===== src/epct_pkg.sv =====
// Shared types, constants and gradient tables for the event pixel color and threshold block.
package epct_pkg;

  localparam int unsigned DECAY_STEPS     = 200;
  localparam int unsigned GRADIENT_POINTS = 10;
  localparam int unsigned TABLE_LEN       = 10;

  localparam int unsigned GLOW_W     = $clog2(DECAY_STEPS + 1);
  localparam int unsigned P_W        = $clog2((GRADIENT_POINTS - 1) * DECAY_STEPS + 1);
  localparam int unsigned FRAC_W     = $clog2(DECAY_STEPS);
  localparam int unsigned IDX_W      = $clog2(TABLE_LEN);
  localparam int unsigned COLOR_W    = 8;
  localparam int unsigned DUTY_W     = 10;
  localparam int unsigned THR_W      = 5;
  localparam int unsigned LIMIT_W    = 16;
  localparam int unsigned CFG_IDX_W  = 3;
  localparam int unsigned CFG_DATA_W = 16;

  // floor(n / DECAY_STEPS) == (n * RECIP) >> RECIP_SHIFT for every n the datapath sees
  localparam int unsigned RECIP_SHIFT = 24;
  localparam int unsigned RECIP       = (2**RECIP_SHIFT + DECAY_STEPS - 1) / DECAY_STEPS;
  localparam int unsigned OPND_W      = 17;
  localparam int unsigned ACC_W       = 2 * OPND_W;

  localparam logic [LIMIT_W-1:0] HIGH_LIMIT_RST = 16'd40;
  localparam logic [LIMIT_W-1:0] LOW_LIMIT_RST  = 16'd3;
  localparam logic [THR_W-1:0]   CEILING_RST    = 5'b11111;
  localparam logic [THR_W-1:0]   FLOOR_RST      = 5'b00111;
  localparam logic [DUTY_W-1:0]  FLASH_RST      = 10'd500;
  localparam logic [THR_W-1:0]   THR_RST        = 5'b11111;

  typedef enum logic [CFG_IDX_W-1:0] {
    REG_HIGH_LIMIT = 3'd0,
    REG_LOW_LIMIT  = 3'd1,
    REG_CEILING    = 3'd2,
    REG_FLOOR      = 3'd3,
    REG_FLASH      = 3'd4
  } cfg_reg_e;

  localparam logic [1:0] CH_RED   = 2'd0;
  localparam logic [1:0] CH_GREEN = 2'd1;
  localparam logic [1:0] CH_BLUE  = 2'd2;

  localparam logic [COLOR_W-1:0] GRAD_R [TABLE_LEN] =
    '{8'd0, 8'd4, 8'd50, 8'd100, 8'd255, 8'd255, 8'd255, 8'd255, 8'd255, 8'd255};
  localparam logic [COLOR_W-1:0] GRAD_G [TABLE_LEN] =
    '{8'd0, 8'd0, 8'd0, 8'd0, 8'd20, 8'd90, 8'd120, 8'd180, 8'd190, 8'd190};
  localparam logic [COLOR_W-1:0] GRAD_B [TABLE_LEN] =
    '{8'd0, 8'd2, 8'd0, 8'd0, 8'd0, 8'd0, 8'd0, 8'd50, 8'd80, 8'd80};

  typedef enum logic [1:0] {
    MAC_HOLD  = 2'd0,
    MAC_LOAD  = 2'd1,
    MAC_ADD   = 2'd2,
    MAC_SCALE = 2'd3
  } mac_op_e;

  typedef struct packed {
    mac_op_e           op;
    logic [OPND_W-1:0] x;
    logic [OPND_W-1:0] y;
  } mac_req_t;

  typedef struct packed {
    logic [GLOW_W-1:0] glow;
    logic [DUTY_W-1:0] duty;
    logic [THR_W-1:0]  thr;
  } tick_state_t;

  typedef struct packed {
    logic [LIMIT_W-1:0] high_limit;
    logic [LIMIT_W-1:0] low_limit;
    logic [THR_W-1:0]   ceiling;
    logic [THR_W-1:0]   floor_lvl;
    logic [DUTY_W-1:0]  flash;
  } cfg_t;

  function automatic logic [COLOR_W-1:0] grad_val(logic [1:0] ch, logic [IDX_W-1:0] idx);
    logic [COLOR_W-1:0] v;
    v = '0;
    if (idx < IDX_W'(TABLE_LEN)) begin
      unique case (ch)
        CH_RED:   v = GRAD_R[idx];
        CH_GREEN: v = GRAD_G[idx];
        CH_BLUE:  v = GRAD_B[idx];
        default:  v = '0;
      endcase
    end
    return v;
  endfunction

endpackage


===== src/epct_mac.sv =====
// Shared multiply-accumulate unit used for the index split and all color blends.
module epct_mac
  import epct_pkg::*;
(
  input  logic             clk_i,
  input  logic             rst_ni,
  input  mac_req_t         req_i,
  output logic [ACC_W-1:0] acc_o
);

  logic [ACC_W-1:0]  acc_q, acc_d, prod;
  logic [OPND_W-1:0] mul_a;

  // scale step multiplies the running sum by the reciprocal
  assign mul_a = (req_i.op == MAC_SCALE) ? acc_q[OPND_W-1:0] : req_i.x;
  assign prod  = mul_a * req_i.y;

  always_comb begin
    unique case (req_i.op)
      MAC_HOLD:  acc_d = acc_q;
      MAC_LOAD:  acc_d = prod;
      MAC_ADD:   acc_d = acc_q + prod;
      MAC_SCALE: acc_d = prod;
      default:   acc_d = acc_q;
    endcase
  end

  always_ff @(posedge clk_i or negedge rst_ni) begin
    if (!rst_ni) begin
      acc_q <= '0;
    end else begin
      acc_q <= acc_d;
    end
  end

  assign acc_o = acc_q;

endmodule


===== src/epct_tick.sv =====
// Per-tick state: glow decay, flash duty, event counter and threshold adjust.
module epct_tick
  import epct_pkg::*;
#(
  parameter int unsigned COUNT_BITS = 16
) (
  input  logic        clk_i,
  input  logic        rst_ni,
  input  logic        accept_i,
  input  logic        event_seen_i,
  input  logic [7:0]  neighbor_lines_i,
  input  logic        period_end_i,
  input  cfg_t        cfg_i,
  output tick_state_t state_o
);

  localparam int unsigned CMP_W = (COUNT_BITS > LIMIT_W) ? COUNT_BITS : LIMIT_W;

  logic [GLOW_W-1:0]     glow_q, glow_d, glow_ev, glow_cl;
  logic [DUTY_W-1:0]     duty_q, duty_d;
  logic [THR_W-1:0]      thr_q, thr_d, thr_up;
  logic [COUNT_BITS-1:0] cnt_q, cnt_d, cnt_inc;
  logic [CMP_W-1:0]      cnt_x, high_x, low_x;

  always_comb begin
    glow_ev = glow_q;
    duty_d  = duty_q;
    cnt_inc = cnt_q;
    if (event_seen_i) begin
      // any neighbor line low marks a coincidence
      if (neighbor_lines_i != 8'hFF) begin
        glow_ev = GLOW_W'(DECAY_STEPS);
      end else begin
        duty_d = cfg_i.flash;
      end
      if (cnt_q != '1) begin
        cnt_inc = cnt_q + COUNT_BITS'(1);
      end
    end else begin
      duty_d = '0;
    end

    glow_cl = (glow_ev > GLOW_W'(DECAY_STEPS)) ? GLOW_W'(DECAY_STEPS) : glow_ev;
    glow_d  = (glow_cl != '0) ? glow_cl - GLOW_W'(1) : glow_cl;

    cnt_x  = CMP_W'(cnt_inc);
    high_x = CMP_W'(cfg_i.high_limit);
    low_x  = CMP_W'(cfg_i.low_limit);

    // raise first, lower test sees the raised code
    thr_up = (period_end_i && cnt_x > high_x && thr_q < cfg_i.ceiling) ?
             thr_q + THR_W'(1) : thr_q;
    thr_d  = (period_end_i && cnt_x < low_x && thr_up > cfg_i.floor_lvl) ?
             thr_up - THR_W'(1) : thr_up;
    cnt_d  = period_end_i ? '0 : cnt_inc;
  end

  always_ff @(posedge clk_i or negedge rst_ni) begin
    if (!rst_ni) begin
      glow_q <= '0;
      duty_q <= '0;
      thr_q  <= THR_RST;
      cnt_q  <= '0;
    end else if (accept_i) begin
      glow_q <= glow_d;
      duty_q <= duty_d;
      thr_q  <= thr_d;
      cnt_q  <= cnt_d;
    end
  end

  assign state_o.glow = glow_q;
  assign state_o.duty = duty_q;
  assign state_o.thr  = thr_q;

endmodule


===== src/event_pixel_color_and_threshold.sv =====
// Top level: config registers, blend sequencer and output register.
//
// One request per tick enters on the in channel (event_seen, neighbor_lines,
// period_end) and yields exactly one result on the out channel (flash duty,
// RGB gradient levels, detector threshold code). Configuration writes arrive
// on the cfg channel, which is always ready; index 0..4 selects high limit,
// low limit, threshold ceiling, threshold floor and flash level, and other
// indexes are ignored.
// The tick state updates in the accept cycle; a single multiply-accumulate
// unit then runs the gradient index split (S_DIV, S_FRAC) and a load, add
// and scale step per color channel, and S_OUT loads the output register;
// in_ready_o is low until the sequencer is back in S_IDLE.
// The output register holds a finished result while a new request is
// accepted; if out_ready_i stays low the sequencer waits before writing the
// next result. Reset clears glow, count and duty, sets the threshold to 31
// and loads the register defaults.
module event_pixel_color_and_threshold
  import epct_pkg::*;
#(
  parameter int unsigned COUNT_BITS = 16
) (
  input  logic                  clk_i,
  input  logic                  rst_ni,
  input  logic                  in_valid_i,
  output logic                  in_ready_o,
  input  logic                  event_seen_i,
  input  logic [7:0]            neighbor_lines_i,
  input  logic                  period_end_i,
  output logic                  out_valid_o,
  input  logic                  out_ready_i,
  output logic [DUTY_W-1:0]     flash_duty_o,
  output logic [COLOR_W-1:0]    red_level_o,
  output logic [COLOR_W-1:0]    green_level_o,
  output logic [COLOR_W-1:0]    blue_level_o,
  output logic [THR_W-1:0]      threshold_level_o,
  input  logic                  cfg_valid_i,
  output logic                  cfg_ready_o,
  input  logic [CFG_IDX_W-1:0]  cfg_index_i,
  input  logic [CFG_DATA_W-1:0] cfg_data_i
);

  typedef enum logic [4:0] {
    S_IDLE = 5'b00001,
    S_DIV  = 5'b00010,
    S_FRAC = 5'b00100,
    S_MAC  = 5'b01000,
    S_OUT  = 5'b10000
  } state_e;

  localparam logic [1:0] STEP_LOAD  = 2'd0;
  localparam logic [1:0] STEP_ADD   = 2'd1;
  localparam logic [1:0] STEP_SCALE = 2'd2;

  state_e             state_q, state_d;
  logic [1:0]         ch_q, ch_d, st_q, st_d;
  logic [IDX_W-1:0]   idx_q, idx_d, idx_nx;
  logic [FRAC_W-1:0]  f_q, f_d;
  logic [COLOR_W-1:0] red_q, red_d, green_q, green_d;
  logic [COLOR_W-1:0] grad_a, grad_b, acc_color;
  logic [P_W-1:0]     p, quo, prem;
  logic [GLOW_W-1:0]  weight_a;
  logic               accept, out_load;
  logic               out_valid_q;
  logic [DUTY_W-1:0]  out_duty_q;
  logic [COLOR_W-1:0] out_red_q, out_green_q, out_blue_q;
  logic [THR_W-1:0]   out_thr_q;
  cfg_t               cfg_q;
  tick_state_t        tick_st;
  mac_req_t           mac_req;
  logic [ACC_W-1:0]   acc;

  assign cfg_ready_o = 1'b1;

  always_ff @(posedge clk_i or negedge rst_ni) begin
    if (!rst_ni) begin
      cfg_q.high_limit <= HIGH_LIMIT_RST;
      cfg_q.low_limit  <= LOW_LIMIT_RST;
      cfg_q.ceiling    <= CEILING_RST;
      cfg_q.floor_lvl  <= FLOOR_RST;
      cfg_q.flash      <= FLASH_RST;
    end else if (cfg_valid_i) begin
      unique case (cfg_index_i)
        REG_HIGH_LIMIT: cfg_q.high_limit <= cfg_data_i;
        REG_LOW_LIMIT:  cfg_q.low_limit  <= cfg_data_i;
        REG_CEILING:    cfg_q.ceiling    <= cfg_data_i[THR_W-1:0];
        REG_FLOOR:      cfg_q.floor_lvl  <= cfg_data_i[THR_W-1:0];
        REG_FLASH:      cfg_q.flash      <= cfg_data_i[DUTY_W-1:0];
        default: ;
      endcase
    end
  end

  assign in_ready_o = (state_q == S_IDLE);
  assign accept     = in_valid_i && in_ready_o;

  epct_tick #(
    .COUNT_BITS(COUNT_BITS)
  ) u_tick (
    .clk_i            (clk_i),
    .rst_ni           (rst_ni),
    .accept_i         (accept),
    .event_seen_i     (event_seen_i),
    .neighbor_lines_i (neighbor_lines_i),
    .period_end_i     (period_end_i),
    .cfg_i            (cfg_q),
    .state_o          (tick_st)
  );

  epct_mac u_mac (
    .clk_i  (clk_i),
    .rst_ni (rst_ni),
    .req_i  (mac_req),
    .acc_o  (acc)
  );

  // gradient position and its split into segment index and fraction
  assign p         = P_W'(tick_st.glow) * P_W'(GRADIENT_POINTS - 1);
  assign quo       = acc[RECIP_SHIFT +: P_W];
  assign prem      = p - quo * P_W'(DECAY_STEPS);
  assign idx_nx    = idx_q + IDX_W'(1);
  assign grad_a    = grad_val(ch_q, idx_q);
  assign grad_b    = grad_val(ch_q, idx_nx);
  assign weight_a  = GLOW_W'(DECAY_STEPS) - GLOW_W'(f_q);
  assign acc_color = acc[RECIP_SHIFT +: COLOR_W];
  assign out_load  = (state_q == S_OUT) && (!out_valid_q || out_ready_i);

  always_comb begin
    state_d     = state_q;
    ch_d        = ch_q;
    st_d        = st_q;
    idx_d       = idx_q;
    f_d         = f_q;
    red_d       = red_q;
    green_d     = green_q;
    mac_req.op  = MAC_HOLD;
    mac_req.x   = '0;
    mac_req.y   = '0;
    unique case (state_q)
      S_IDLE: begin
        if (accept) state_d = S_DIV;
      end
      S_DIV: begin
        mac_req.op = MAC_LOAD;
        mac_req.x  = OPND_W'(p);
        mac_req.y  = OPND_W'(RECIP);
        state_d    = S_FRAC;
      end
      S_FRAC: begin
        // keep the stop point inside the table
        if (quo > P_W'(TABLE_LEN - 2)) begin
          idx_d = IDX_W'(TABLE_LEN - 2);
          f_d   = '0;
        end else begin
          idx_d = quo[IDX_W-1:0];
          f_d   = prem[FRAC_W-1:0];
        end
        ch_d    = CH_RED;
        st_d    = STEP_LOAD;
        state_d = S_MAC;
      end
      S_MAC: begin
        unique case (st_q)
          STEP_LOAD: begin
            mac_req.op = MAC_LOAD;
            mac_req.x  = OPND_W'(grad_a);
            mac_req.y  = OPND_W'(weight_a);
            // previous channel's quotient is still in the accumulator
            if (ch_q == CH_GREEN) red_d   = acc_color;
            if (ch_q == CH_BLUE)  green_d = acc_color;
            st_d = STEP_ADD;
          end
          STEP_ADD: begin
            mac_req.op = MAC_ADD;
            mac_req.x  = OPND_W'(grad_b);
            mac_req.y  = OPND_W'(f_q);
            st_d       = STEP_SCALE;
          end
          STEP_SCALE: begin
            mac_req.op = MAC_SCALE;
            mac_req.y  = OPND_W'(RECIP);
            st_d       = STEP_LOAD;
            if (ch_q == CH_BLUE) begin
              state_d = S_OUT;
            end else begin
              ch_d = ch_q + 2'd1;
            end
          end
          default: st_d = STEP_LOAD;
        endcase
      end
      S_OUT: begin
        if (out_load) state_d = S_IDLE;
      end
      default: state_d = S_IDLE;
    endcase
  end

  always_ff @(posedge clk_i or negedge rst_ni) begin
    if (!rst_ni) begin
      state_q     <= S_IDLE;
      ch_q        <= CH_RED;
      st_q        <= STEP_LOAD;
      out_valid_q <= 1'b0;
    end else begin
      state_q <= state_d;
      ch_q    <= ch_d;
      st_q    <= st_d;
      if (out_load) begin
        out_valid_q <= 1'b1;
      end else if (out_ready_i) begin
        out_valid_q <= 1'b0;
      end
    end
  end

  always_ff @(posedge clk_i) begin
    idx_q   <= idx_d;
    f_q     <= f_d;
    red_q   <= red_d;
    green_q <= green_d;
    if (out_load) begin
      out_duty_q  <= tick_st.duty;
      out_red_q   <= red_q;
      out_green_q <= green_q;
      out_blue_q  <= acc_color;
      out_thr_q   <= tick_st.thr;
    end
  end

  assign out_valid_o       = out_valid_q;
  assign flash_duty_o      = out_duty_q;
  assign red_level_o       = out_red_q;
  assign green_level_o     = out_green_q;
  assign blue_level_o      = out_blue_q;
  assign threshold_level_o = out_thr_q;

`ifndef SYNTHESIS
  a_busy_after_accept : assert property (@(posedge clk_i) disable iff (!rst_ni)
    in_valid_i && in_ready_o |=> !in_ready_o)
    else $error("input taken again right after a request");

  a_thr_holds : assert property (@(posedge clk_i) disable iff (!rst_ni)
    in_valid_i && in_ready_o && !period_end_i |=> tick_st.thr == $past(tick_st.thr))
    else $error("threshold moved without period end");

  a_mac_steps : assert property (@(posedge clk_i) disable iff (!rst_ni)
    state_q == S_MAC |-> (ch_q <= CH_BLUE && st_q <= STEP_SCALE))
    else $error("blend sequencer out of range");

  a_out_return : assert property (@(posedge clk_i) disable iff (!rst_ni)
    state_q == S_OUT && (!out_valid_q || out_ready_i) |=> state_q == S_IDLE && out_valid_q)
    else $error("result load did not complete");
`endif

endmodule

===== config.mk =====
export PLATFORM = sky130hd
export DESIGN_NAME = event_pixel_color_and_threshold
export DESIGN_NICKNAME = d
export VERILOG_FILES = /design/src/epct_pkg.sv /design/src/epct_mac.sv /design/src/epct_tick.sv /design/src/event_pixel_color_and_threshold.sv
export SDC_FILE = /design/constraint.sdc
export NUM_CORES = 1
export LEC_CHECK = 0
export BUFFER_PORTS_ARGS = -buffer_cell sky130_fd_sc_hd__clkbuf_2
export CORE_MARGIN = 2
export CORE_UTILIZATION = 65
export CTS_CLUSTER_SIZE = 12
export DETAILED_ROUTE_END_ITERATION = 8
export PLACE_DENSITY = 0.83
export SETUP_SLACK_MARGIN = 0.3
export SYNTH_ARGS = -nofsm -noshare
export SYNTH_HDL_FRONTEND = slang
export SYNTH_HIERARCHICAL = 1
export SYNTH_SLANG_ARGS = --single-unit

===== constraint.sdc =====
create_clock -name clk_i -period 19.3 [get_ports clk_i]
set_input_delay 1.93 -clock clk_i [delete_from_list [all_inputs] [get_ports clk_i]]
set_output_delay 1.93 -clock clk_i [all_outputs]
set_load 0.005 [all_outputs]

; ---- Word-level counts from Yosys, hierarchy flattened
; Memories as Yosys holds them, arrays and structs flattened.
; Cells that the tools add are included.
[word_totals]
reg_bits = 194
romBits = 768
output_inout_bits = 42
wordCells = 144
mem_count = 6
[mem_list]
columns = name, depth, word_bits, read_ports, rd_clocked_by_memory_dff, write_ports, line
row1 = (name not given), 16, 8, 1, 0, 0, epct_pkg.sv:85  ; CH_BLUE: v = GRAD_B[idx];
row2 = (name not given), 16, 8, 1, 0, 0, epct_pkg.sv:84  ; CH_GREEN: v = GRAD_G[idx];
row3 = (name not given), 16, 8, 1, 0, 0, epct_pkg.sv:83  ; CH_RED: v = GRAD_R[idx];
row4 = (name not given), 16, 8, 1, 0, 0, epct_pkg.sv:85
row5 = (name not given), 16, 8, 1, 0, 0, epct_pkg.sv:84
row6 = (name not given), 16, 8, 1, 0, 0, epct_pkg.sv:83
[op_classes]
n_addsub = 7
n_mul = 2
magnitude_cmp = 9
n_eq_ne = 24
muxes = 45
n_bitwise = 2
n_reduce_logical = 27
[ops]
columns = cell, n
row1 = $mux 8, 18
row2 = $pmux 36 s2, 1
row3 = $pmux 34 s2, 1
row4 = $mux 16, 3
row5 = $pmux 8 s3, 2
row6 = $add 34x34->34, 1
row7 = $mul 17x17->34, 1
row8 = $pmux 17 s2, 1
row9 = $mux 5, 6
row10 = $pmux 5 s5, 1
row11 = $mux 10, 2
row12 = $mux 17, 1
row13 = $add 16x1->16 const B, 1
row14 = $gt 16x16->1, 1
row15 = $lt 16x16->1, 1
row16 = $ne 16x16->1 const B, 1
row17 = $pmux 8 s2, 1
row18 = $pmux 2 s2, 3
row19 = $reduce_and 2->1, 6
row20 = $mul 8x4->11 const B, 1
row21 = $ge 5x5->1 const B, 2
row22 = $ne 2x2->1 const B, 5
row23 = $not 4->5, 2
row24 = $reduce_and 3->1, 3
row25 = 33 further kinds, 51

; ---- Longest topological paths before layout
; Gate-level depths: netlist (run 1).
[depth]
ltp_word = 14
depth_mapped = 43
ltp_nobuf = 41

; ---- Modules after synthesis
; The synthesis (run 1) kept the hierarchy.
[by_module_without_submodules]
columns = module, n_inst, cells_each, area_per_inst_um2
row1 = epct_mac, 1, 1518, 13025.0
row2 = event_pixel_color_and_threshold, 1, 393, 5500.3
row3 = epct_tick, 1, 411, 3422.0

; ---- Least setup slack after synthesis (run 1)
; OpenSTA, ideal clock, no wires.
[synth_timing]
kind = reg2reg
from = register state_q[4]
to = register u_mac.acc_q[32] (netlist: u_mac/acc_o[32])
setup_time_ns = 0.126
arrival_time_ns = 9.482
t_required_ns = 19.174
slack_ns = 9.692
path_stages_with_launch = 40
path_buffers = 5
path_cell_list = dfrtp_1 > nor2_1 > and3_1 > buf_2 > clkbuf_1 > nand2_1 > nand2_1 > buf_1 > clkbuf_1 > nand2_1 > fa_1 > inv_1 > fa_1 > inv_1 > fa_1 > inv_1 > fa_1 > fa_1 > [... 4 more ...] > and3_2 > a221oi_1 > o221a_2 > nand2_1 > a41o_1 > nor2_1 > nor2_1 > ha_1 > clkbuf_1 > a21o_1 > a21oi_1 > nor2b_1 > a2111oi_0 > o211ai_1 > a311oi_1 > a21oi_1 > xor2_1 > a221o_1
[synth_rtl]
columns = item, line
row1 = start: declaration, event_pixel_color_and_threshold.sv:54  ; state_e state_q, state_d;
row2 = start signal: assignment, event_pixel_color_and_threshold.sv:205  ; state_q <= state_d;
row3 = end signal: assignment, epct_mac.sv:30  ; acc_q <= '0;
row4 = end signal: assignment, epct_mac.sv:32  ; acc_q <= acc_d;
row5 = end: declaration, epct_mac.sv:11  ; logic [ACC_W-1:0] acc_q, acc_d, prod;

==> results of run 1 <==
==> area by class of cell <==
type	instances	area (um2)
Multi-Input combinational cell	1686	14900
Fill cell	2411	9680
Sequential cell	192	5130
Inverter	372	1400
Tap cell	442	553
Timing Repair Buffer	82	437
Clock buffer	18	429
Clock inverter	14	143
==> state kept, by name (all words and copies together), names as in the netlist, 2 cells and up <==
| signal | flops |
|---|---|
| cfg_q | 52 |
| flash_duty_o | 10 |
| threshold_level_o | 5 |
| idx_q | 4 |
| u_tick/thr_q | 5 |
| state_q | 5 |
| blue_level_o | 8 |
| green_level_o | 8 |
| st_q | 2 |
| green_q | 8 |
| u_tick/glow_q | 8 |
| red_q | 8 |
| u_tick/cnt_q | 16 |
| red_level_o | 8 |
| u_mac/acc_o | 32 |
| u_tick/duty_q | 10 |
| ch_q | 2 |
==> per-stage QoR <==
step / hold slack [ns] / total power [mW] / std cells / utilization (%)
CTS: 0.423 / 3.43 / 2806 / 70.3
finish: 0.420 / 3.46 / 2806 / 70.3
detailed placement: 0.405 / 3.06 / 2774 / 68.6
floorplan: 0.400 / 2.53 / 2329 / -
global placement: 0.402 / 2.99 / 2774 / 68.6
global route: 0.424 / 3.79 / 2806 / 70.3
==> where the power goes <==
group          switching, mW  internal, mW
Clock                  0.174         0.172
Combinational           1.49          1.00
Sequential            0.0926         0.525
==> worst paths after layout <==
| kind | from | to | slack [ns] |
|---|---|---|---|
| hold reg to reg | red_q[5] | red_level_o[5] | 0.42 |
| max in group asynchronous | rst_ni | u_mac/acc_o[30] | 16.49 |
| min in group asynchronous | rst_ni | cfg_q[49] | 1.45 |
| setup / recovery | state_q[4] | u_mac/acc_o[31] | 8.62 |
| hold / removal | red_q[5] | red_level_o[5] | 0.42 |
| setup reg to reg | state_q[4] | u_mac/acc_o[31] | 8.62 |
==> layer usage <==
| layer | wire, um | up-vias | track usage [%] |
|---|---|---|---|
| met2 | 23500 | 521 | 49.0 |
| met4 | 1360 | 0 | 10.1 |
| met5 | 0 | - | 0 |
| li1 | - | 7545 | - |
| met3 | 3140 | 86 | 4.97 |
| met1 | 21300 | 8049 | 41.7 |
==> flow_metrics.tcl, run 1 <==
set metrics [dict create \
    wl_per_cell_um 17.6 \
    htree_levels 4 \
    tns_ns 0 \
    path_class "reg2reg" \
    crit_family "adder cells" \
    startpoint_type "flop" \
    design_area_um2 22900 \
    die_w_um 186 \
    dp_hpwl_mm 37.4 \
    worst_pin_slew_ns 1.16 \
    pin_count 76 \
    critPathCaptureType "flop" \
    final_antenna_net_count 0 \
    finalWeightedCongestion 0.914 \
    arrival_ns 11.04 \
    antenna_found_initial 1 \
    cp.required_ns 19.65 \
    slew_violations 0 \
    hold_viol_final 0 \
    crit_fanout 36 \
    ctsResizeCount 0 \
    drive_above_1_share_pct 11.2 \
    vias 16200 \
    grt_pass1_vias 16400 \
    rsz0062_at_grt "false" \
    n_antenna_cell 0 \
    wirelength_mm 49.3 \
    setup_viol_count_final 0 \
    first_iter_violations 1227 \
    setup_ws_ns 8.62 \
    status "complete, no violations" \
    final_nets 2818 \
    cellLeakagePower_nw 11.2 \
    yosys_warnings 6 \
    cts-root-buf "clkbuf_16" \
    synthCells 2276 \
    critPathMaxStageDelay_ns 0.64 \
    final_common_cell "inv_1" \
    max-vdd-ir-drop_uv 154 \
    min_period_ns 10.68 \
    syn_to_final_growth_pct 6.51 \
    cts_tree "yes" \
    maxCapViolCount 0 \
    period_share_pct 55.4 \
    worst-path-buf-inv 5 \
    clockBufferDepth 2 \
    skew_ns 0.0130 \
    portBuffers 74 \
    die_h_um 186 \
    crit_cells 36 \
    drtPass1Iterations 8 \
    grt_start_max_net_pins 101 \
    hp-class "reg2reg" \
    hold_depth 0 \
    slew-limit-headroom_pct 21.6 \
    fmaxAchievable_mhz 93.6 \
    cts_setup_buffers 0 \
    final_cell_mix "inv_1, nand2_1, fa_1" \
    place_ws_ns 8.73 \
    route.detailed.drc 0 \
    powerDensity_nw_per_um2 151 \
    grt_overflow 0 \
    reg2reg_depth 36 \
    rows 66 \
    cts_hold_buf 0 \
    synth_area_um2 21500 \
    postSynthAreaPerCell_um2 9.46 \
    clkLatencyLatePin_ns 0.45 \
    numCtsBuffers 17 \
    fp.coreArea_um2 32600 \
    cts_sinks 192 \
    placed_area_um2 22400 \
    grt_pass1_wl_mm 81.8 \
    crit_slowest_cell "mux2_2" \
    grt_usage_pct 30.2 \
    clk_pin_slew_worst_paths_ns 0.07 \
    die-area_um2 34600 \
    routed_via_density 5.77 \
    start_util_pct 66.0 \
]
Power figures use the tool's default switching activity.
==> run 2, diff against run 1 <==
==> constraint.sdc (replaced) <==
create_clock -name clk_i -period 9.85 [get_ports clk_i]
set_input_delay 0.985 -clock clk_i [delete_from_list [all_inputs] [get_ports clk_i]]
set_output_delay 0.985 -clock clk_i [all_outputs]
set_load 0.005 [all_outputs]
==> run 2 against run 1 <==
Effect of this change:
- cell count is 3.1% higher
- flip-flop and latch count stayed put
- first-iteration DRC count is 18% higher
==> flow_metrics.tcl, run 2 (same netlist as run 1, synthesis figures left out) <==
set metrics [dict create \
    status "complete, no violations" \
    critPathCaptureType "flop" \
    crit_fanout 8 \
    final_cell_mix "inv_1, nand2_1, fa_1" \
    dpl.cell_count 2822 \
    drive_above_1_share_pct 17.5 \
    die_h_um 186 \
    startpoint_type "flop" \
    path_class "reg2reg" \
    fp.coreArea_um2 32600 \
    grt_pass1_vias 17100 \
    wl_per_cell_um 18.4 \
    cts-root-buf "clkbuf_16" \
    die_w_um 186 \
    cp.required_ns 10.24 \
    slew_violations 0 \
    min_period_ns 9.40 \
    critPathMaxStageDelay_ns 0.54 \
    p_comb_share_pct 75.6 \
    fmaxAchievable_mhz 106 \
    switching_power_mw 3.86 \
    largest_reg_flops 52 \
    grt_start_max_net_pins 69 \
    multi_input_area_um2 15400 \
    pin_count 76 \
    reg2reg_depth 41 \
    cpMostUsedCell "fa_1" \
    cts_sinks 192 \
    grt_usage_pct 31.1 \
    rsz0062_at_grt "false" \
    clockBufferDepth 2 \
    setup_viol_count_final 0 \
    finalWeightedCongestion 0.935 \
    htree_levels 4 \
    cellLeakagePower_nw 11.7 \
    highest_layer "met4" \
    maxCapViolCount 0 \
    first_iter_violations 1449 \
    powerDensity_nw_per_um2 326 \
    cts_tree "yes" \
    max-vdd-ir-drop_uv 414 \
    clk_pin_slew_worst_paths_ns 0.08 \
    grt_pass1_wl_mm 84.4 \
    tns_ns 0 \
    portBuffers 74 \
    met2_length_mm 26.3 \
    power_mw 7.89 \
    wirelength_mm 53.1 \
    crit_family "adder cells" \
    numCtsBuffers 17 \
    regArea_um2 5130 \
    setup_ws_ns 0.447 \
    cellInternalPower_mw 4.03 \
    hp-class "reg2reg" \
    route.detailed.drc 0 \
    skew_ns 0.0141 \
    final_nets 2904 \
    dp_hpwl_mm 38.9 \
    fill_cells 2247 \
    hold_depth 0 \
    wl_met1_mm 21.6 \
    hold_viol_final 0 \
    top_register "cfg_q" \
    rows 66 \
    grt_overflow 0 \
    worst_pin_slew_ns 1.31 \
    fin_cells 2892 \
    routed_via_density 5.87 \
    start_util_pct 66.0 \
    arrival_ns 9.79 \
    crit_slowest_cell "fa_1" \
    switching_share_pct 48.9 \
    clkLatencyLatePin_ns 0.45 \
    syn_to_final_growth_pct 12.4 \
    seqPwrFrac_pct 15.2 \
    final_common_cell "inv_1" \
    worst-path-buf-inv 7 \
    wl_met3_mm 3.91 \
    die-area_um2 34600 \
    drtPass1Iterations 8 \
    crit_cells 41 \
    final_antenna_net_count 0 \
    antenna_found_initial 1 \
    vias 17000 \
    n_antenna_cell 0 \
    clkPwrFrac_pct 9.3 \
    period_share_pct 95.5 \
    slew-limit-headroom_pct 12.4 \
    place_ws_ns -0.0539 \
]
-- run 2: cell types whose count changed in the layout (fill, tap and decap cells not counted), sizes merged --
cell / before / now
buf: 9 / 93
clkinv: 8 / 10
clkinvlp: 3 / 1
inv: 375 / 373
mux2: 75 / 77
bufinv: 0 / 1
clkbuf: 91 / 92
-- run 2: final cells by class --
class                      count  share of cell area, %
multi-input combinational   1688                   63.6
timing repair buffer         166                   4.53
sequential                   192                   21.2
tap                          442                   2.28
inverter                     372                   5.77
clock buffer                  19                   1.92
clock inverter                13                  0.682
-- run 2: worst paths after layout --
path	slack [ns]	to	start
min in group asynchronous	0.55	cfg_q[30]	rst_ni
hold / removal	0.42	red_level_o[0]	red_q[0]
hold reg to reg	0.42	red_level_o[0]	red_q[0]
max in group asynchronous	7.97	cfg_q[40]	rst_ni
setup reg to reg	0.45	u_mac/acc_o[30]	u_tick/glow_q[4]
setup / recovery	0.45	u_mac/acc_o[30]	u_tick/glow_q[4]
-- run 2: timing repair --
item | CTS | global route
hold buffers | 0 | 0
setup buffers | 13 | 23
pin swaps | 19 | 99
cloned | 0 | 2
resized for setup | 23 | 89
setup endpoints to repair | 5 | 13
-- run 2: through the flow --
stage / instance area [um2] / utilization (%) / hold slack, ns
final: 24200 / 74.2 / 0.420
after global routing: 24200 / 74.2 / 0.422
after CTS: 23600 / 72.4 / 0.423
after detailed placement: 22700 / 69.7 / 0.405
after global placement: 22700 / 69.7 / 0.402
after floorplan: 21700 / - / 0.400
-- run 2: power by group through the flow --
stage	Clock, mW	Sequential (mW)	Combinational (mW)
CTS	0.739	1.18	5.18
finish	0.731	1.20	5.96
detailed placement	0	1.20	4.92
global placement	0	1.19	4.78
floorplan	0	1.15	3.81
global route	0.771	1.22	6.54
-- run 2: layer usage --
layer	vias to the layer above	GRT usage (%)
met5	-	0
met4	0	9.64
met3	113	5.50
met2	690	51.7
met1	8438	41.7
li1	7721	-
